==> src/ifmt_pkg.sv <==
// Package for the integer ASCII formatter: item structs, option and status
// structs, ASCII character codes and request/sign mode codes.
// No dependencies.
package ifmt_pkg;

    localparam int CNT_W = 5;

    localparam logic [1:0] REQ_UDEC = 2'd0;
    localparam logic [1:0] REQ_SDEC = 2'd1;
    localparam logic [1:0] REQ_HEX  = 2'd2;

    localparam logic [1:0] SIGN_MINUS  = 2'd0;
    localparam logic [1:0] SIGN_ALWAYS = 2'd1;
    localparam logic [1:0] SIGN_NEVER  = 2'd2;

    localparam logic [7:0] CH_ZERO  = 8'h30;
    localparam logic [7:0] CH_SPACE = 8'h20;
    localparam logic [7:0] CH_MINUS = 8'h2D;
    localparam logic [7:0] CH_PLUS  = 8'h2B;
    localparam logic [7:0] CH_LOWX  = 8'h78;
    localparam logic [7:0] CH_UPX   = 8'h58;
    localparam logic [7:0] CH_LOWA  = 8'h61;
    localparam logic [7:0] CH_UPA   = 8'h41;

    localparam logic [3:0] DIG_TEN  = 4'd10;

    typedef struct packed {
        logic [1:0]  req_type;
        logic [63:0] value;
        logic [4:0]  field_width;
        logic        precision_given;
        logic [4:0]  min_digits;
        logic        pad_zero;
        logic        left_justify;
        logic [1:0]  sign_mode;
        logic        prefix_enable;
        logic        upper_case;
    } t_in_item;

    typedef struct packed {
        logic [7:0] char_out;
        logic       last_char;
    } t_out_item;

    typedef struct packed {
        logic       hex;
        logic       sign_en;
        logic       sign_minus;
        logic [4:0] width;
        logic [4:0] prec;
        logic       pad_zero;
        logic       left;
        logic       prefix;
        logic       upper;
    } t_fmt_opts;

    typedef struct packed {
        logic             done;
        logic [CNT_W-1:0] count;
        logic [3:0]       digit;
    } t_dig_stat;

endpackage

==> src/ifmt_digits.sv <==
// Digit engine: decimal values take bit-serial binary to BCD conversion
// (shift and add-3), hex values load directly; leading zero removal one
// digit per cycle, then digit pop on request. Depends on ifmt_pkg.
module ifmt_digits import ifmt_pkg::*; #(
    parameter int VALUE_BITS = 64
) (
    input  logic                  i_clk,
    input  logic                  i_rst_n,
    input  logic                  i_start,
    input  logic                  i_hex,
    input  logic [VALUE_BITS-1:0] i_mag,
    input  logic                  i_shift,
    output t_dig_stat             o_stat
);

    localparam int DEC_DIGITS = (VALUE_BITS * 30103) / 100000 + 1;
    localparam int HEX_DIGITS = (VALUE_BITS + 3) / 4;
    localparam int NDIG       = (DEC_DIGITS > HEX_DIGITS) ? DEC_DIGITS : HEX_DIGITS;
    localparam int BW         = NDIG * 4;
    localparam int CW         = $clog2(VALUE_BITS + 1);

    typedef enum logic [1:0] {
        S_IDLE,
        S_CONV,
        S_NORM,
        S_READY
    } t_dstate;

    t_dstate               r_state, n_state;
    logic [VALUE_BITS-1:0] r_bin, n_bin;
    logic [BW-1:0]         r_bcd, n_bcd;
    logic [BW-1:0]         adj;
    logic [CW-1:0]         r_cnt, n_cnt;
    logic [CNT_W-1:0]      r_nd, n_nd;

    always_comb begin
        for (int k = 0; k < NDIG; k++) begin
            adj[4*k +: 4] = (r_bcd[4*k +: 4] >= 4'd5) ? r_bcd[4*k +: 4] + 4'd3
                                                      : r_bcd[4*k +: 4];
        end
    end

    always_comb begin
        n_state = r_state;
        n_bin   = r_bin;
        n_bcd   = r_bcd;
        n_cnt   = r_cnt;
        n_nd    = r_nd;
        if (i_start) begin
            n_nd = CNT_W'(NDIG);
            if (i_hex) begin
                n_bcd   = {{(BW - VALUE_BITS){1'b0}}, i_mag};
                n_state = S_NORM;
            end else begin
                n_bin   = i_mag;
                n_bcd   = '0;
                n_cnt   = CW'(VALUE_BITS);
                n_state = S_CONV;
            end
        end else begin
            case (r_state)
                S_CONV: begin
                    n_bcd = {adj[BW-2:0], r_bin[VALUE_BITS-1]};
                    n_bin = {r_bin[VALUE_BITS-2:0], 1'b0};
                    n_cnt = r_cnt - CW'(1);
                    if (r_cnt == CW'(1)) begin
                        n_state = S_NORM;
                    end
                end
                S_NORM: begin
                    if (r_nd > CNT_W'(1) && r_bcd[BW-1 -: 4] == 4'd0) begin
                        n_bcd = {r_bcd[BW-5:0], 4'd0};
                        n_nd  = r_nd - CNT_W'(1);
                    end else begin
                        n_state = S_READY;
                    end
                end
                S_READY: begin
                    if (i_shift) begin
                        n_bcd = {r_bcd[BW-5:0], 4'd0};
                    end
                end
                default: begin
                    n_state = S_IDLE;
                end
            endcase
        end
    end

    always_ff @(posedge i_clk) begin
        if (!i_rst_n) begin
            r_state <= S_IDLE;
        end else begin
            r_state <= n_state;
        end
        r_bin <= n_bin;
        r_bcd <= n_bcd;
        r_cnt <= n_cnt;
        r_nd  <= n_nd;
    end

    assign o_stat.done  = (r_state == S_READY);
    assign o_stat.count = r_nd;
    assign o_stat.digit = r_bcd[BW-1 -: 4];

endmodule

==> src/ifmt_emit.sv <==
// Character sequencer: sizes sign, prefix, padding, zero fill and digit runs,
// then emits one character per cycle into the output register unless stalled.
// Depends on ifmt_pkg and the status of ifmt_digits.
module ifmt_emit import ifmt_pkg::*; (
    input  logic      i_clk,
    input  logic      i_rst_n,
    input  logic      i_start,
    input  t_fmt_opts i_opts,
    input  t_dig_stat i_stat,
    output logic      o_shift,
    output logic      o_out_valid,
    output t_out_item o_out_data,
    input  logic      i_out_stall,
    output logic      o_done
);

    typedef enum logic [3:0] {
        P_IDLE,
        P_WAIT,
        P_SIGN,
        P_PREA,
        P_LPAD,
        P_PREB,
        P_ZERO,
        P_DIG,
        P_RPAD
    } t_phase;

    t_phase     r_phase, n_phase;
    t_fmt_opts  r_opts, n_opts;
    logic [4:0] r_c_sign, n_c_sign;
    logic [4:0] r_c_prea, n_c_prea;
    logic [4:0] r_c_lpad, n_c_lpad;
    logic [4:0] r_c_preb, n_c_preb;
    logic [4:0] r_c_zero, n_c_zero;
    logic [4:0] r_c_dig,  n_c_dig;
    logic [4:0] r_c_rpad, n_c_rpad;
    logic [5:0] r_left,   n_left;
    logic       r_out_valid, n_out_valid;
    t_out_item  r_out, n_out;

    logic [4:0] nd, padn, zeron, cur;
    logic       has_pre, room, fire;
    logic [7:0] ch, pad_ch, x_ch, dig_ch;
    t_phase     nxt;

    assign nd      = i_stat.count;
    assign padn    = (r_opts.width > nd) ? r_opts.width - nd : 5'd0;
    assign zeron   = (!r_opts.hex && r_opts.prec > nd) ? r_opts.prec - nd : 5'd0;
    assign has_pre = r_opts.hex && r_opts.prefix && !r_opts.left;
    assign room    = !r_out_valid || !i_out_stall;
    assign pad_ch  = r_opts.pad_zero ? CH_ZERO : CH_SPACE;
    assign x_ch    = r_opts.upper ? CH_UPX : CH_LOWX;

    always_comb begin
        if (r_opts.hex && i_stat.digit >= DIG_TEN) begin
            dig_ch = {4'd0, i_stat.digit - DIG_TEN} + (r_opts.upper ? CH_UPA : CH_LOWA);
        end else begin
            dig_ch = {4'd0, i_stat.digit} + CH_ZERO;
        end
    end

    always_comb begin
        cur = 5'd0;
        ch  = CH_SPACE;
        nxt = P_IDLE;
        case (r_phase)
            P_SIGN: begin
                cur = r_c_sign;
                ch  = r_opts.sign_minus ? CH_MINUS : CH_PLUS;
                nxt = P_PREA;
            end
            P_PREA: begin
                cur = r_c_prea;
                ch  = (r_c_prea == 5'd2) ? CH_ZERO : x_ch;
                nxt = P_LPAD;
            end
            P_LPAD: begin
                cur = r_c_lpad;
                ch  = pad_ch;
                nxt = P_PREB;
            end
            P_PREB: begin
                cur = r_c_preb;
                ch  = (r_c_preb == 5'd2) ? CH_ZERO : x_ch;
                nxt = P_ZERO;
            end
            P_ZERO: begin
                cur = r_c_zero;
                ch  = CH_ZERO;
                nxt = P_DIG;
            end
            P_DIG: begin
                cur = r_c_dig;
                ch  = dig_ch;
                nxt = P_RPAD;
            end
            P_RPAD: begin
                cur = r_c_rpad;
                ch  = pad_ch;
                nxt = P_IDLE;
            end
            default: begin
                cur = 5'd0;
            end
        endcase
    end

    assign fire    = (cur != 5'd0) && room;
    assign o_shift = fire && (r_phase == P_DIG);

    always_comb begin
        n_phase     = r_phase;
        n_opts      = r_opts;
        n_c_sign    = r_c_sign;
        n_c_prea    = r_c_prea;
        n_c_lpad    = r_c_lpad;
        n_c_preb    = r_c_preb;
        n_c_zero    = r_c_zero;
        n_c_dig     = r_c_dig;
        n_c_rpad    = r_c_rpad;
        n_left      = r_left;
        n_out_valid = r_out_valid && i_out_stall;
        n_out       = r_out;
        case (r_phase)
            P_IDLE: begin
                if (i_start) begin
                    n_opts  = i_opts;
                    n_phase = P_WAIT;
                end
            end
            P_WAIT: begin
                if (i_stat.done) begin
                    n_c_sign = {4'd0, r_opts.sign_en};
                    n_c_prea = (has_pre && r_opts.pad_zero) ? 5'd2 : 5'd0;
                    n_c_preb = (has_pre && !r_opts.pad_zero) ? 5'd2 : 5'd0;
                    n_c_lpad = r_opts.left ? 5'd0 : padn;
                    n_c_rpad = r_opts.left ? padn : 5'd0;
                    n_c_zero = zeron;
                    n_c_dig  = nd;
                    n_left   = {5'd0, r_opts.sign_en} + {1'b0, n_c_prea} + {1'b0, n_c_preb}
                             + {1'b0, padn} + {1'b0, zeron} + {1'b0, nd};
                    n_phase  = P_SIGN;
                end
            end
            default: begin
                if (cur == 5'd0) begin
                    n_phase = nxt;
                end else if (fire) begin
                    n_out.char_out  = ch;
                    n_out.last_char = (r_left == 6'd1);
                    n_out_valid     = 1'b1;
                    n_left          = r_left - 6'd1;
                    case (r_phase)
                        P_SIGN:  n_c_sign = r_c_sign - 5'd1;
                        P_PREA:  n_c_prea = r_c_prea - 5'd1;
                        P_LPAD:  n_c_lpad = r_c_lpad - 5'd1;
                        P_PREB:  n_c_preb = r_c_preb - 5'd1;
                        P_ZERO:  n_c_zero = r_c_zero - 5'd1;
                        P_DIG:   n_c_dig  = r_c_dig - 5'd1;
                        P_RPAD:  n_c_rpad = r_c_rpad - 5'd1;
                        default: n_left   = r_left - 6'd1;
                    endcase
                    if (r_left == 6'd1) begin
                        n_phase = P_IDLE;
                    end
                end
            end
        endcase
    end

    always_ff @(posedge i_clk) begin
        if (!i_rst_n) begin
            r_phase     <= P_IDLE;
            r_out_valid <= 1'b0;
            r_left      <= 6'd0;
        end else begin
            r_phase     <= n_phase;
            r_out_valid <= n_out_valid;
            r_left      <= n_left;
        end
        r_opts   <= n_opts;
        r_c_sign <= n_c_sign;
        r_c_prea <= n_c_prea;
        r_c_lpad <= n_c_lpad;
        r_c_preb <= n_c_preb;
        r_c_zero <= n_c_zero;
        r_c_dig  <= n_c_dig;
        r_c_rpad <= n_c_rpad;
        r_out    <= n_out;
    end

    assign o_out_valid = r_out_valid;
    assign o_out_data  = r_out;
    assign o_done      = r_out_valid && !i_out_stall && r_out.last_char;

    a_last_drains: assert property (@(posedge i_clk) disable iff (!i_rst_n)
        (r_out_valid && r_out.last_char) |-> (r_left == 6'd0))
        else $error("last character shown with characters still owed");

    a_pop_ready: assert property (@(posedge i_clk) disable iff (!i_rst_n)
        o_shift |-> i_stat.done)
        else $error("digit popped before conversion finished");

    a_done_waits: assert property (@(posedge i_clk) disable iff (!i_rst_n)
        $rose(i_stat.done) |-> (r_phase == P_WAIT))
        else $error("digits ready while sequencer not waiting");

endmodule

==> src/integer_ascii_formatter_top.sv <==
// Top level of the integer ASCII formatter: input handshake, sign and
// magnitude, option saturation. Depends on ifmt_pkg, ifmt_digits, ifmt_emit.
//
//  channel | direction | handshake                     | payload
//  in      | input     | i_in_valid / o_in_stall       | i_in_data  (t_in_item)
//  out     | output    | o_out_valid / i_out_stall     | o_out_data (t_out_item)
//
// One item at a time: the input stalls from acceptance until its last
// character is taken. Decimal items pass through the shift and add-3
// converter, hex items skip it; leading zero removal and sizing follow, then
// one character per cycle while the output is not stalled, with phase steps
// between the runs. Reset is synchronous and clears control only. An output
// stall holds the output register and pauses the character sequencer.
module integer_ascii_formatter_top import ifmt_pkg::*; #(
    parameter int VALUE_BITS  = 64,
    parameter int FIELD_LIMIT = 31
) (
    input  logic      i_clk,
    input  logic      i_rst_n,
    input  logic      i_in_valid,
    input  t_in_item  i_in_data,
    output logic      o_in_stall,
    output logic      o_out_valid,
    output t_out_item o_out_data,
    input  logic      i_out_stall
);

    localparam logic [4:0] FL5 = 5'(FIELD_LIMIT);

    logic                  r_busy;
    logic                  acc, done, shift;
    logic                  is_hex, is_sdec, neg;
    logic [VALUE_BITS-1:0] v, mag;
    logic [4:0]            wsat, msat;
    t_fmt_opts             opts;
    t_dig_stat             stat;

    assign acc     = i_in_valid && !r_busy;
    assign is_hex  = (i_in_data.req_type == REQ_HEX);
    assign is_sdec = (i_in_data.req_type == REQ_SDEC);
    assign v       = i_in_data.value[VALUE_BITS-1:0];
    assign neg     = is_sdec && v[VALUE_BITS-1];
    assign mag     = neg ? (~v + VALUE_BITS'(1)) : v;
    assign wsat    = (i_in_data.field_width > FL5) ? FL5 : i_in_data.field_width;
    assign msat    = (i_in_data.min_digits > FL5) ? FL5 : i_in_data.min_digits;

    always_comb begin
        opts.hex        = is_hex;
        opts.sign_minus = neg;
        opts.sign_en    = neg ? (i_in_data.sign_mode != SIGN_NEVER)
                              : (is_sdec && i_in_data.sign_mode == SIGN_ALWAYS);
        opts.width      = wsat;
        opts.prec       = i_in_data.precision_given ? msat : 5'd1;
        opts.pad_zero   = i_in_data.pad_zero;
        opts.left       = i_in_data.left_justify;
        opts.prefix     = i_in_data.prefix_enable;
        opts.upper      = i_in_data.upper_case;
    end

    always_ff @(posedge i_clk) begin
        if (!i_rst_n) begin
            r_busy <= 1'b0;
        end else if (acc) begin
            r_busy <= 1'b1;
        end else if (done) begin
            r_busy <= 1'b0;
        end
    end

    assign o_in_stall = r_busy;

    ifmt_digits #(
        .VALUE_BITS(VALUE_BITS)
    ) u_digits (
        .i_clk   (i_clk),
        .i_rst_n (i_rst_n),
        .i_start (acc),
        .i_hex   (is_hex),
        .i_mag   (mag),
        .i_shift (shift),
        .o_stat  (stat)
    );

    ifmt_emit u_emit (
        .i_clk       (i_clk),
        .i_rst_n     (i_rst_n),
        .i_start     (acc),
        .i_opts      (opts),
        .i_stat      (stat),
        .o_shift     (shift),
        .o_out_valid (o_out_valid),
        .o_out_data  (o_out_data),
        .i_out_stall (i_out_stall),
        .o_done      (done)
    );

endmodule

==> config.mk <==
export PLATFORM = sky130hd
export DESIGN_NAME = integer_ascii_formatter_top
export DESIGN_NICKNAME = d
export VERILOG_FILES = /design/src/ifmt_pkg.sv /design/src/ifmt_digits.sv /design/src/ifmt_emit.sv /design/src/integer_ascii_formatter_top.sv
export SDC_FILE = /design/constraint.sdc
export NUM_CORES = 1
export LEC_CHECK = 0
export BUFFER_PORTS_ARGS = -buffer_cell sky130_fd_sc_hd__buf_2
export CAP_MARGIN = 30
export CELL_PAD_IN_SITES_DETAIL_PLACEMENT = 1
export CELL_PAD_IN_SITES_GLOBAL_PLACEMENT = 1
export CORE_ASPECT_RATIO = 2
export CORE_MARGIN = 1.5
export CORE_UTILIZATION = 43
export DETAILED_ROUTE_END_ITERATION = 6
export PLACE_DENSITY_LB_ADDON = 0.15
export SYNTH_ARGS = -nofsm -noshare
export SYNTH_HDL_FRONTEND = slang
export SYNTH_SLANG_ARGS = --single-unit
==> constraint.sdc <==
create_clock -name i_clk -period 8.35 [get_ports i_clk]
set_input_delay 1.2525 -clock i_clk [delete_from_list [all_inputs] [get_ports i_clk]]
set_output_delay 1.2525 -clock i_clk [all_outputs]
set_load 0.01 [all_outputs]
; ---- Word level (Yosys, flattened, before mapping)
; Cells that the tools add are included.
[word_totals]
out_inout_bits = 11
register_bits = 231
inputBits = 87
[classes]
magnitude_cmp = 26
addsub = 41
n_mux = 105
eq_ne = 28
bitwise_logic = 5
n_reduce_logical = 57
[op_table]
columns = op, n
row1 = 64-bit 2-to-1 mux, 5
row2 = 80-bit 2-to-1 mux, 3
row3 = 80-bit one-hot mux with 3 select lines, 1
row4 = 5-bit 2-to-1 mux, 34
row5 = 4-bit 2-to-1 mux, 24
row6 = "4-bit by 3-bit >= comparator with 1-bit output, second input constant", 20
row7 = "4-bit by 2-bit adder with 4-bit output, second input constant", 19
row8 = 5-bit one-hot mux with 2 select lines, 7
row9 = "64-bit by 1-bit adder with 64-bit output, second input constant", 1
row10 = 64-bit NOT, 1
row11 = 8-bit one-hot mux with 6 select lines, 1
row12 = "5-bit by 1-bit subtractor with 5-bit output, second input constant", 8
row13 = 5-bit one-hot mux with 7 select lines, 1
row14 = 5-bit AND reduction, 7
row15 = 6-bit 2-to-1 mux, 5
row16 = 6-bit by 5-bit adder with 6-bit output, 4
row17 = 8-bit 2-to-1 mux, 3
row18 = 4-bit one-hot mux with 6 select lines, 1
row19 = 7-bit 2-to-1 mux, 3
row20 = 2-bit nonzero test, 10
row21 = "4-bit by 3-bit equality test with 1-bit output, second input constant", 4
row22 = 1-bit logical AND, 15
row23 = 2-bit 2-to-1 mux, 6
row24 = "2-bit inequality test, second input constant", 6
row25 = other kinds (38), 73

; ---- Depth between registers and ports, before layout
; Gate-level depths: netlist (run 1).
[logic_depth]
depth_word = 11
mapped_depth = 19

; ---- By module
; A second synthesis (run 1) with hierarchy kept.
[hier_totals]
cells_unflattened = 1586
hier_area_um2 = 15732.6
[by_module_without_submodules]
columns = module, n_inst, area_each_um2, cells_each
row1 = ifmt_digits, 1, 9351.5, 852
row2 = ifmt_emit, 1, 4654.5, 469
row3 = integer_ascii_formatter_top, 1, 1726.7, 265

; ---- Least setup slack after synthesis (run 1)
; OpenSTA, ideal clock, no wires.
[synth_timing]
kind = reg-to-reg
from = register u_emit.r_phase[2]
to = register u_digits.r_bcd[0], enable pin
t_arrival_ns = 7.316
synth_period_minus_slack_ns = 7.945
path_stages_with_launch = 8
setup_slack_ns = 0.405
required_ns = 7.721
path_cell_list = dfxtp_1 > or4b_2 > a21o_1 > nand2_1 > or3b_2 > clkbuf_1 > a31oi_1 > o21ai_0
[synth_between]
elab_chain_len = 7
word_cells_on_any_way = 13
classes_between = eq/ne: 8 / mux: 1 / reduce/logical: 4
[synth_lines]
columns = element, line
row1 = "start, declared", ifmt_emit.sv:29  ; t_phase r_phase, n_phase;
row2 = "start signal, assigned", ifmt_emit.sv:178  ; r_phase <= n_phase;
row3 = "4-bit equality test, or another cell as far along", ifmt_emit.sv:67  ; case (r_phase)
row4 = 5-bit one-hot mux with 7 select lines, ifmt_emit.sv:67
row5 = 5-bit nonzero test, ifmt_emit.sv:109  ; assign fire = (cur != 5'd0) && room;
row6 = 1-bit logical AND, ifmt_emit.sv:109
row7 = 1-bit logical AND (*), ifmt_emit.sv:110  ; assign o_shift = fire && (r_phase == P_DIG);
row8 = 3-bit inequality test (no source line) (*), --
row9 = 3-bit AND reduction (no source line) (*), --
row10 = "end signal, assigned", ifmt_digits.sv:97  ; r_bcd <= n_bcd;
row11 = "end, declared", ifmt_digits.sv:31  ; logic [BW-1:0] r_bcd, n_bcd;
; Every way passes the cells marked *; elsewhere a longest branch is shown, timed or not.
; A chain may end at the register's enable or synchronous reset.

; ---- Worst setup path in the final report (run 1)
[layout_timing]
from = register u_digits.r_nd[1]
to = register u_emit.r_left[5]
[layout_between]
elab_chain_len = 7
word_cells_on_any_way = 12
classes_between = add/sub: 5 / order compare: 2 / mux: 4 / reduce/logical: 1
[layout_lines]
columns = element, line
row1 = "start, declared", ifmt_digits.sv:34  ; logic [CNT_W-1:0] r_nd, n_nd;
row2 = "start signal, assigned", ifmt_digits.sv:99  ; r_nd <= n_nd;
row3 = "5-bit subtractor, or another cell as far along", ifmt_emit.sv:48  ; assign padn = (r_opts.width > nd) ? r_opts.width - nd : 5'd0;
row4 = 5-bit 2-to-1 mux or 1-bit logical AND (tied branches), "ifmt_emit.sv:48, ifmt_emit.sv:49"
row5 = 6-bit by 5-bit adder with 6-bit output or 5-bit 2-to-1 mux (tied branches), "ifmt_emit.sv:142, ifmt_emit.sv:49"
row6 = 6-bit by 5-bit adder with 6-bit output, ifmt_emit.sv:142  ; + {1'b0, padn} + {1'b0, zeron} + {1'b0, nd};
row7 = 6-bit by 5-bit adder with 6-bit output (*), ifmt_emit.sv:142
row8 = 6-bit 2-to-1 mux (*), ifmt_emit.sv:133  ; if (i_stat.done) begin
row9 = 6-bit one-hot mux with 2 select lines (*), ifmt_emit.sv:125  ; case (r_phase)
row10 = "end signal, assigned", ifmt_emit.sv:180  ; r_left <= n_left;
row11 = "end, declared", ifmt_emit.sv:38  ; logic [5:0] r_left, n_left;
; Every way passes the cells marked *; elsewhere a longest branch is shown, timed or not. The select of a mux whose other input is x is not followed.

==> results of run 1 <==
## flip-flops by register name, summed over array words and instances, names as in the netlist, 6 cells and up
signal and count:
u_digits.r_cnt 7, u_digits.r_bin 64, u_emit.o_out_data 8, u_emit.r_opts 17, u_emit.r_left 6, u_digits.r_bcd 80
## worst max-delay path by stage
| stage | startpoint | to | slack, ps | cells past startpoint |
|---|---|---|---|---|
| floorplan | u_emit.r_phase[2]$_SDFFE_PN0P_ | u_digits.r_bcd[0]$_DFFE_PP_ | 400 | 7 |
| global placement | u_digits.r_nd[1]$_SDFFE_PP0P_ | u_emit.r_left[5]$_SDFFE_PN0P_ | 3490 | 19 |
| detailed placement | u_digits.r_nd[1]$_SDFFE_PP0P_ | u_emit.r_left[5]$_SDFFE_PN0P_ | 3340 | 19 |
| CTS | u_digits.r_nd[1]$_SDFFE_PP0P_ | u_emit.r_left[5]$_SDFFE_PN0P_ | 3320 | 19 |
| global route | u_digits.r_nd[1]$_SDFFE_PP0P_ | u_emit.r_left[5]$_SDFFE_PN0P_ | 2910 | 19 |
| finish | u_digits.r_nd[1]$_SDFFE_PP0P_ | u_emit.r_left[5]$_SDFFE_PN0P_ | 3340 | 19 |
## cell families after synthesis
| family | share of synthesized area |
|---|---|
| fa+ha+maj | 0.0785 |
| mux | 0.0118 |
| other cells | 0.000245 |
| compound gates | 0.188 |
| simple gates | 0.166 |
| flops | 0.438 |
| buf+inv | 0.0486 |
| xor+xnor | 0.0691 |
## routing by layer
metal / GRT usage / part of all wire
met5: 0 / 0
met1: 0.249 / 0.35
met4: 0.129 / 0.052
met2: 0.512 / 0.58
met3: 0.0227 / 0.023
## synthesized netlist by cell type (33+ instances only)
library cell               count
sky130_fd_sc_hd__o21ai_0     172
sky130_fd_sc_hd__nand2_1     219
sky130_fd_sc_hd__xnor2_1      88
sky130_fd_sc_hd__edfxtp_1    211
sky130_fd_sc_hd__inv_1       115
sky130_fd_sc_hd__nand2b_1     34
sky130_fd_sc_hd__a31oi_1      55
sky130_fd_sc_hd__xor2_1       33
sky130_fd_sc_hd__a21oi_1     114
sky130_fd_sc_hd__nor3_1       40
sky130_fd_sc_hd__nor2_1      123
sky130_fd_sc_hd__clkbuf_1     70
sky130_fd_sc_hd__ha_1         81
## where the power goes
group | internal, mW | leakage (nW) | switching, mW
clock network | 0.596 | 0.380 | 0.482
logic | 0.962 | 3.93 | 1.40
registers | 1.76 | 2.22 | 0.371
## through the flow
step	utilization	setup slack (ps)	std cells
detailed placement	0.465	3340	2154
finish	0.487	3340	2200
floorplan	-	405	1673
global placement	0.462	3490	2148
global route	0.486	2910	2199
CTS	0.486	3320	2198
## worst reg2reg max path, cell delays in order, from the launching register on
cell and delay [ps]:
sky130_fd_sc_hd__dfxtp_1 540, sky130_fd_sc_hd__inv_1 210, sky130_fd_sc_hd__ha_1 350, sky130_fd_sc_hd__nor2b_1 130, sky130_fd_sc_hd__o21a_1 180, sky130_fd_sc_hd__o21ai_0 320
sky130_fd_sc_hd__a21boi_0 150, sky130_fd_sc_hd__o21bai_1 250, sky130_fd_sc_hd__inv_1 80, sky130_fd_sc_hd__ha_1 220, sky130_fd_sc_hd__a21oi_1 170, sky130_fd_sc_hd__fa_1 430
sky130_fd_sc_hd__inv_1 130, sky130_fd_sc_hd__ha_1 140, sky130_fd_sc_hd__or4b_2 590, sky130_fd_sc_hd__a41o_1 220, sky130_fd_sc_hd__a21oi_1 220, sky130_fd_sc_hd__or4b_2 180
sky130_fd_sc_hd__nand3_1 90, sky130_fd_sc_hd__a32o_1 290
## final cells by class
type / count / area (µm²)
Fill cell: 4060 / 18000
Multi-Input combinational cell: 1248 / 7930
Sequential cell: 230 / 6720
Clock buffer: 37 / 721
Timing Repair Buffer: 116 / 663
Tap cell: 445 / 557
Inverter: 115 / 432
Clock inverter: 7 / 45.0
Antenna cell: 2 / 5.00
==> metrics.txt, run 1 <==
result of the run finished clean; pin count of the biggest net entering global routing 77; clock transition time at the flip-flop clock pins of the worst setup and hold paths ~70 ps; Highest Clock Rate 200 MHz; drt drc 0; Routed WL 46.9 mm; share of the clock period used by the worst path 0.600; synth warn 0; Post-synth ARST share 0; capturing point of the worst reg2reg path u_emit.r_left[5]$_SDFFE_PN0P_; I/O pin count 98; Pwr Density 326 mW/mm²; portion of the post-synthesis area used by sequential elements 0.438; Detailed Route Iter0 Violations 586; hold path depth 2; predominant post-synthesis flop cell sky130_fd_sc_hd__edfxtp_1; placeable core region 0.0351 mm²; count of instances resized after the clock tree is built 0; main area contributors after synthesis sky130_fd_sc_hd__edfxtp_1 41%, sky130_fd_sc_hd__ha_1 6.6%, sky130_fd_sc_hd__o21ai_0 5.6%, sky130_fd_sc_hd__nand2_1 5.4%, sky130_fd_sc_hd__xnor2_1 5.0%; logic depth of the worst register-to-register path 19; clock buffers created by TritonCTS 24; nets@finish 1912; classification of the worst-slack hold path reg2reg; Post-CTS Setup Bufs 0; mean routed wirelength per cell 21.3 µm; TritonCTS clock tree built; relative slew slack 0.406; WP buf/inv 3; hold bufs inserted after CTS 0; sinks on the clock net 230; CP max FO 7; Reg2Reg Setup Slack 3340 ps; number of synthesized register bits 230; worst setup path class reg2reg; Die Y about 270 µm; slew at the pin closest to its max-slew limit a little under 900 ps; clock latency of the later-clocked register in the worst-skew pair 550 ps; Hold Worst Slack between 400 and 500 ps; setup violation total in the final timing report 0; maximum clock skew at final layout 10.2 ps; distinct cell type count after synthesis 71; synthesis-to-finish area growth 11.3%; # H-tree levels 1; Largest stage delay, worst path between 500 and 600 ps; count of flip-flops with a built-in enable after synthesis roughly 210; commonest non-fill, non-tap cell in the layout sky130_fd_sc_hd__nand2_1; end of the worst hold path u_emit.r_left[4]$_SDFFE_PN0P_; vias in the first global route 13837; net count of the mapped netlist 1850; Crit. End Element flop; detail-routed via count per cell approximately 5.8; top library cells by usage in the layout, fill and taps aside 218 x sky130_fd_sc_hd__nand2_1, 211 x sky130_fd_sc_hd__edfxtp_1, 170 x sky130_fd_sc_hd__o21ai_0; number of max-capacitance violations reported 0; Leak 6.53 nW; RSZ-0062 raised after global routing false; Final Wtd Congestion between 0.8 and 0.9; number of antenna violations at the first check in global routing 1; post-layout total power between 5 and 6 mW; Worst setup SP type flop; DRT antenna net count 0; ordered cell list for the critical path inv_1, ha_1, nor2b_1, o21a_1, o21ai_0, a21boi_0, o21bai_1, inv_1, ha_1, a21oi_1, fa_1, inv_1, ha_1, or4b_2, a41o_1, a21oi_1, or4b_2, nand3_1, a32o_1; cell family contributing the most delay on the critical path compound AO/OA/AOI/OAI gates; global-route wire length before repair between 70 and 80 mm; total global routing overflow 0; layout cells sized above 1 0.100; top cell type by total area after synthesis sky130_fd_sc_hd__edfxtp_1; die area 0.0369 mm²; cell count after synthesis 1673; required time of the critical path 8780 ps; setup TNS 0 ps; CTS root buffer sky130_fd_sc_hd__clkbuf_16; clock period minus final worst setup slack 5010 ps; Initial Util 0.437; mean area per synthesized cell 9.17 µm²; width of the die 137 µm; Hold Path Origin u_emit.r_left[4]$_SDFFE_PN0P_; post-route cell area 0.0171 mm²; count of TritonRoute iterations in the first routing pass 4; HPWL Detailed ~35 mm; critical register-to-register path startpoint u_digits.r_nd[1]$_SDFFE_PP0P_; Hold Violations, Final 0; Worst EP arrival 5440 ps; Cell Area, Synth 0.0153 mm²; via count roughly 13000; slowest cell on the critical path sky130_fd_sc_hd__or4b_2; number of placement rows 97; Max rail drop VDD 0.178 mV; GRT Overall Usage 0.256; Post-Place Cell Area 0.0163 mm²; IO buf count 96; Longest Clk Path Bufs 3; share of the synthesized area in the top cell type 0.413; final slew viol count 0
(Power assumes the default switching activity.)
==> run 2, diff against run 1 <==
Settings changed: ABC_AREA from default to 1, CORE_UTILIZATION 43 to 42.
Clock period 8.35 ns to 4.25 ns, I/O delays scaled along.
==> metrics.txt, run 2 <==
Post-synth top cells 498 x sky130_fd_sc_hd__nand2_1, 301 x sky130_fd_sc_hd__inv_1, 236 x sky130_fd_sc_hd__o21ai_0; IO buf count 96 (unchanged); Crit. End Element flop; total global routing overflow 0 (unchanged); main area contributors after synthesis sky130_fd_sc_hd__edfxtp_1 38%, sky130_fd_sc_hd__nand2_1 11%, sky130_fd_sc_hd__o21ai_0 7.2%, sky130_fd_sc_hd__inv_1 6.8%, sky130_fd_sc_hd__ha_1 6.1%; TritonCTS clock tree built; HPWL Detailed 42.8 mm (+24%); Hold Path Origin i_in_data[0]; commonest non-fill, non-tap cell in the layout sky130_fd_sc_hd__nand2_1; nets@finish 2417 (+26%); DRT antenna net count 0 (unchanged); Final Wtd Congestion 0.944 (+8.6%); global-route wire length before repair 86.2 mm (+17%); slew at the pin closest to its max-slew limit 968 ps (+75.9 ps); antenna cell count 0 (-2); relative slew slack 0.355 (-0.0506); classification of the worst-slack hold path in2reg; number of antenna violations at the first check in global routing 1 (unchanged); Longest Clk Path Bufs 3 (unchanged); Leak 8.01 nW (+23%); RSZ-0062 raised after global routing false; Hold Worst Slack 277 ps (-213 ps); worst setup path class reg2reg; Highest Clock Rate 258 MHz (+29%); pin count of the biggest net entering global routing 86 (+12%); Initial Util 0.427 (-0.0104); detail-routed via count per cell 5.40 (-7.4%); predominant post-synthesis flop cell sky130_fd_sc_hd__edfxtp_1; vias in the first global route 16263 (+18%); GRT Overall Usage 0.276 (+0.0196); share of the clock period used by the worst path 0.913 (+0.313); max FFs per register 80 (unchanged); setup violation total in the final timing report 0 (unchanged); sinks on the clock net 230 (unchanged); Pwr Density 612 mW/mm² (+88%); clock period minus final worst setup slack 3880 ps (-1130 ps); synthesis-to-finish area growth 11.0%; mean area per synthesized cell 7.62 µm² (-17%); share of the synthesized area in the top cell type 0.384 (-0.0293); drt drc 0 (unchanged); Post-synth ARST share 0 (unchanged); cell count after synthesis 2167 (+30%); number of max-capacitance violations reported 0 (unchanged); portion of the post-synthesis area used by sequential elements 0.407 (-0.0311); top-count cell post-synth sky130_fd_sc_hd__nand2_1; synth warn 0 (unchanged); Detailed Route Iter0 Violations 654 (+12%); clock latency of the later-clocked register in the worst-skew pair 540 ps (about the same); start point of the critical path u_digits.r_nd[2]$_SDFFE_PP1P_; # H-tree levels 1 (unchanged); CTS root buffer sky130_fd_sc_hd__clkbuf_16; clock transition time at the flip-flop clock pins of the worst setup and hold paths 60 ps (about the same); number of placement rows 102 (+5.2%); Hold Violations, Final 0 (unchanged); die area 0.0406 mm² (+10%); net count of the mapped netlist 2344 (+27%); largest registers u_digits.r_bcd: 80 flops, u_digits.r_bin: 64 flops, u_emit.r_opts: 17 flops; I/O pin count 98 (unchanged); Max rail drop VDD 0.252 mV (+41%); maximum clock skew at final layout 13.8 ps (+3.57 ps); distinct cell type count after synthesis 51 (-28%); number of synthesized register bits 230 (unchanged); Die Y 283 µm (+4.9%); register bank with the most flops u_digits.r_bcd; layout cells sized above 1 0.0922 (-0.00824); Worst setup SP type flop; critical register-to-register path startpoint u_digits.r_nd[2]$_SDFFE_PP1P_; Routed WL 54.9 mm (+17%); final slew viol count 0 (unchanged); top cell type by total area after synthesis sky130_fd_sc_hd__edfxtp_1; result of the run finished clean; width of the die 143 µm (+4.9%); clock buffers created by TritonCTS 24 (unchanged); Worst EP arrival 4310 ps (-1130 ps); top library cells by usage in the layout, fill and taps aside 498 x sky130_fd_sc_hd__nand2_1, 299 x sky130_fd_sc_hd__inv_1, 234 x sky130_fd_sc_hd__o21ai_0; Cell Area, Synth 0.0165 mm² (+7.6%); count of TritonRoute iterations in the first routing pass 5 (+1); mean routed wirelength per cell 19.8 µm (-7.2%); required time of the critical path 4680 ps (-4100 ps); setup TNS 0 ps (unchanged); CP max FO 7 (unchanged); via count 14983 (+17%); count of flip-flops with a built-in enable after synthesis 211 (unchanged); placeable core region 0.0387 mm² (+10%)
-- run 2: cell types whose count changed in the layout (fill, tap and decap cells not counted), sizes merged, moves of 66 or more --
cell   previous run  this run
nand3            16       139
inv             115       309
nor2            123       245
nand2           219       508
o21ai           177       243
xnor2            88        14
-- run 2: repair_timing --
| item | CTS | global route |
|---|---|---|
| gates resized for setup | 0 | 4 |
| endpoints found under the setup margin | 0 | 2 |
| hold buffers | 0 | 0 |
| setup buffers | 0 | 0 |
-- run 2: path summary, 6_finish.rpt --
check	end	slack, ps	cells past startpoint
worst max-delay path	u_emit.r_left[4]$_SDFFE_PN0P_	370	22
worst min-delay path	u_emit.r_opts[0]$_DFFE_PP_	280	1
worst max register to register	u_emit.r_left[4]$_SDFFE_PN0P_	370	22
worst min register to register	o_in_stall$_SDFFE_PN0P_	480	2
-- run 2: layout make-up --
cell class                      count  area, µm²
Timing Repair Buffer              117        676
Sequential cell                   230       6720
Inverter                          309       1160
Tap cell                          520        651
Multi-Input combinational cell   1558       8380
Clock buffer                       32        652
Fill cell                        4869      20400
Clock inverter                     11       86.3
-- run 2: critical path, cell delays in order (launching register included) --
cell and delay (ps):
sky130_fd_sc_hd__dfxtp_1 380, sky130_fd_sc_hd__inv_1 90, sky130_fd_sc_hd__buf_4 160, sky130_fd_sc_hd__ha_1 330, sky130_fd_sc_hd__nand2_1 70, sky130_fd_sc_hd__inv_1 60
sky130_fd_sc_hd__a21oi_1 160, sky130_fd_sc_hd__nand2_1 150, sky130_fd_sc_hd__nand2_1 80, sky130_fd_sc_hd__o21ai_0 80, sky130_fd_sc_hd__ha_1 310, sky130_fd_sc_hd__inv_1 70
sky130_fd_sc_hd__fa_1 530, sky130_fd_sc_hd__nor2_1 70, sky130_fd_sc_hd__fa_1 380, sky130_fd_sc_hd__nand2_1 70, sky130_fd_sc_hd__inv_1 50, sky130_fd_sc_hd__o21ai_0 170
sky130_fd_sc_hd__nand2_1 90, sky130_fd_sc_hd__xor2_1 170, sky130_fd_sc_hd__mux2i_1 90, sky130_fd_sc_hd__o21ai_1 140, sky130_fd_sc_hd__nor2_1 50
-- run 2: per-layer routing --
metal	wire, µm	up-vias	track usage	part of all wire
li1	-	7298	-	-
met1	19400	7247	0.270	0.35
met2	30600	307	0.546	0.56
met3	1330	129	0.0188	0.024
met4	3570	2	0.162	0.065
met5	7	-	0	0.00013
-- run 2: where the power goes --
| part | leakage, nW | switching [mW] | internal, mW | total [mW] |
|---|---|---|---|---|
| logic | 5.46 | 3.32 | 1.72 | 5.04 |
| registers | 2.20 | 0.524 | 3.58 | 4.10 |
| clock network | 0.350 | 0.929 | 1.14 | 2.07 |
| total | 8.01 | 4.78 | 6.44 | 11.2 |
-- run 2: logic make-up (layout without fill, tap and decap cells) --
family | Yosys count | count (layout) | synth area share
simple gates | 959 | 959 | 0.247
xor+xnor | 88 | 88 | 0.0467
flops | 230 | 230 | 0.407
buf+inv | 379 | 469 | 0.0886
mux | 1 | 1 | 0.000607
fa+ha+maj | 90 | 90 | 0.0723
other cells | 1 | 1 | 0.000227
compound gates | 419 | 419 | 0.138
-- run 2: stage by stage --
step	total power [mW]	instance area, µm²	utilization	instances	worst slack [ps]
finish	11.2	18300	0.474	2777	372
global route	12.2	18300	0.474	2777	2.77
CTS	11.3	18300	0.473	2777	147
detailed placement	9.16	17600	0.454	2734	213
global placement	8.84	17500	0.453	2731	489
floorplan	7.61	16500	-	2167	60.1
==> run 3, diff against run 2 <==
Settings changed: ABC_AREA 1 to default, CORE_UTILIZATION 42 to 43, CTS_CLUSTER_DIAMETER from default to 40.
==> metrics.txt, run 3 (synthesis gave the netlist of run 1 again) <==
result of the run finished clean; nets@finish 1944 (-20%); capturing point of the worst reg2reg path u_emit.r_left[5]$_SDFFE_PN0P_; Die Y 270 µm (-4.7%); IO buf count 96 (unchanged); Int Pwr 6.82 mW (+5.9%); Routed WL 47.2 mm (-14%); post-route cell area 0.0175 mm² (-4.3%); Worst EP arrival 4580 ps (+270 ps); number of antenna violations at the first check in global routing 1 (unchanged); width of the die 137 µm (-4.6%); Clk pwr share 0.210 (+0.025); part of the power in combinational logic 0.425 (-0.024); # H-tree levels 1 (unchanged); drt drc 0 (unchanged); Worst setup SP type flop; Initial Util 0.437 (+0.0104); clock period minus final worst setup slack 4080 ps (+205 ps); required time of the critical path 4750 ps (+70 ps); pin count of the biggest net entering global routing 81 (-5.8%); slew at the pin closest to its max-slew limit 840 ps (-128 ps); setup TNS 0 ps (unchanged); classification of the worst-slack hold path in2reg; post-layout total power 11.4 mW (+1.4%); Post-Place Cell Area 0.0165 mm² (-6.2%); HPWL Detailed 34.8 mm (-19%); die area 0.0369 mm² (-9.1%); logic depth of the worst register-to-register path 15 (-32%); DRT antenna net count 0 (unchanged); worst setup path class reg2reg; share of the clock period used by the worst path 0.961 (+0.0483); slowest cell on the critical path sky130_fd_sc_hd__or4b_2; Critical Path Most Common Cell sky130_fd_sc_hd__ha_1; number of max-capacitance violations reported 0 (unchanged); Hold Violations, Final 0 (unchanged); clock buffers created by TritonCTS 29 (+21%); sinks on the clock net 230 (unchanged); top library cells by usage in the layout, fill and taps aside 218 x sky130_fd_sc_hd__nand2_1, 211 x sky130_fd_sc_hd__edfxtp_1, 168 x sky130_fd_sc_hd__o21ai_0; CP max FO 6 (-1); largest registers u_digits.r_bcd: 80 flops, u_digits.r_bin: 64 flops, u_emit.r_opts: 17 flops; total number of cells along the worst setup path 15 (-32%); Final Wtd Congestion 0.909 (-3.7%); setup violation total in the final timing report 0 (unchanged); post-placement cell count 2179 (-20%); switching power as a share of total power 0.401 (-0.0252); number of cells in the finished layout apart from fillers 2235 (-20%); mean routed wirelength per cell 21.1 µm (+6.7%); clock transition time at the flip-flop clock pins of the worst setup and hold paths 60 ps (about the same); commonest non-fill, non-tap cell in the layout sky130_fd_sc_hd__nand2_1; critical register-to-register path startpoint u_emit.r_opts[7]$_SDFFCE_PN0P_; Reg2Reg Setup Slack 170 ps (-210 ps); Leak 6.71 nW (-16%); number of placement rows 97 (-4.9%); via count 12958 (-14%); Max rail drop VDD 0.385 mV (+53%); TritonCTS clock tree built; Largest stage delay, worst path 640 ps (+110 ps); sequential power share 0.365 (about the same); max FFs per register 80 (unchanged); total global routing overflow 0 (unchanged); Hold Worst Slack 263 ps (-13.2 ps); synthesis-to-finish area growth 14.3%; Highest Clock Rate 245 MHz (-5.0%); global-route wire length before repair 74.4 mm (-14%); Crit. End Element flop; critical path capture point u_emit.r_left[5]$_SDFFE_PN0P_; cell family contributing the most delay on the critical path simple AND/OR/NAND/NOR gates; WP buf/inv 2 (-3); placeable core region 0.0351 mm² (-9.3%); Longest Clk Path Bufs 3 (unchanged); Hold Path Origin i_in_data[12]; final slew viol count 0 (unchanged); share of the core filled with cells in the final layout 0.500 (+0.0261); Pwr Density 649 mW/mm² (+6.0%); count of TritonRoute iterations in the first routing pass 4 (-1); start point of the critical path u_emit.r_opts[7]$_SDFFCE_PN0P_; detail-routed via count per cell 5.80 (+7.5%); clock latency of the later-clocked register in the worst-skew pair 560 ps (+20 ps); I/O pin count 98 (unchanged); register bank with the most flops u_digits.r_bcd; switching pwr 4.56 mW (-4.6%); Detailed Route Iter0 Violations 474 (-28%); Worst Slack Setup Final 166 ps (-205 ps); ordered cell list for the critical path ha_4, and2_4, o211ai_1, a21o_1, buf_4, or3b_2, fa_1, inv_1, ha_1, ha_1, nor2_2, nand2_1, or4b_2, nand3_1, a32o_1; maximum clock skew at final layout 19.9 ps (+6.06 ps); layout cells sized above 1 0.130 (+0.0381); relative slew slack 0.440 (+0.0852); worst setup slack before clock tree synthesis -215 ps (-428 ps); CTS root buffer sky130_fd_sc_hd__clkbuf_16; vias in the first global route 14176 (-13%); GRT Overall Usage 0.258 (-0.0182); fill count 4104 (-16%)
## run 3: changes by cell type in the layout (fill, tap and decap cells not counted), moves of 33 or more
cell,previous run,this run
sky130_fd_sc_hd__nor2_1,228,120
sky130_fd_sc_hd__xor2_1,74,33
sky130_fd_sc_hd__inv_1,299,112
sky130_fd_sc_hd__nand2_1,498,218
sky130_fd_sc_hd__nand2b_1,0,33
sky130_fd_sc_hd__a31oi_1,5,55
sky130_fd_sc_hd__xnor2_1,14,88
sky130_fd_sc_hd__nand3_1,136,16
sky130_fd_sc_hd__o21ai_0,234,168
## run 3: how the worst min path moves through the flow
stage / endpoint / slack [ps] / cells after the start
finish: u_emit.r_opts[9]$_SDFFCE_PN1P_ / 260 / 1
global route: u_emit.r_opts[9]$_SDFFCE_PN1P_ / 240 / 1
detailed placement: u_emit.r_left[4]$_SDFFE_PN0P_ / 480 / 2
floorplan: u_emit.r_left[4]$_SDFFE_PN0P_ / 460 / 2
global placement: u_emit.r_left[4]$_SDFFE_PN0P_ / 470 / 2
CTS: u_emit.r_opts[9]$_SDFFCE_PN1P_ / 230 / 1
## run 3: power groups by stage
stage	Combinational [mW]	Sequential, mW	Clock (mW)
CTS	4.82	4.15	2.46
global route	5.44	4.25	2.53
finish	4.83	4.15	2.39
global placement	4.52	4.15	0
detailed placement	4.75	4.18	0
floorplan	3.45	3.94	0
## run 3: what timing repair did
action                                  4_1_cts  5_1_grt
gates resized for setup                       9       16
endpoints found under the setup margin        2        2
hold buffers                                  0        0
hold endpoints to repair                      0        0
setup buffers                                 1        1
pin swaps                                     4        8
## run 3: routing by layer
layer | track usage | wire length (µm) | share of wire
met1 | 0.245 | 16100 | 0.34
met2 | 0.514 | 26900 | 0.57
met3 | 0.0287 | 1400 | 0.030
met4 | 0.136 | 2710 | 0.057
met5 | 0 | 0 | 0
## run 3: layout make-up
| class | count | area [µm²] | share of cell area |
|---|---|---|---|
| Antenna cell | 1 | 2.50 | 0.000143 |
| Clock buffer | 34 | 764 | 0.0436 |
| Clock inverter | 19 | 156 | 0.00892 |
| Inverter | 115 | 432 | 0.0246 |
| Multi-Input combinational cell | 1248 | 8040 | 0.459 |
| Sequential cell | 230 | 6720 | 0.383 |
| Tap cell | 445 | 557 | 0.0318 |
| Timing Repair Buffer | 143 | 860 | 0.0490 |
## run 3: worst reg2reg max path: cells and delay by family (launching register included)
family                   cells  cell delay [ps]
flip-flops                   1              430
AND/OR/NAND/NOR              6             1630
buffers and inverters        2              220
AO/OA/AOI/OAI                3              520
adder cells (fa/ha/maj)      4             1240
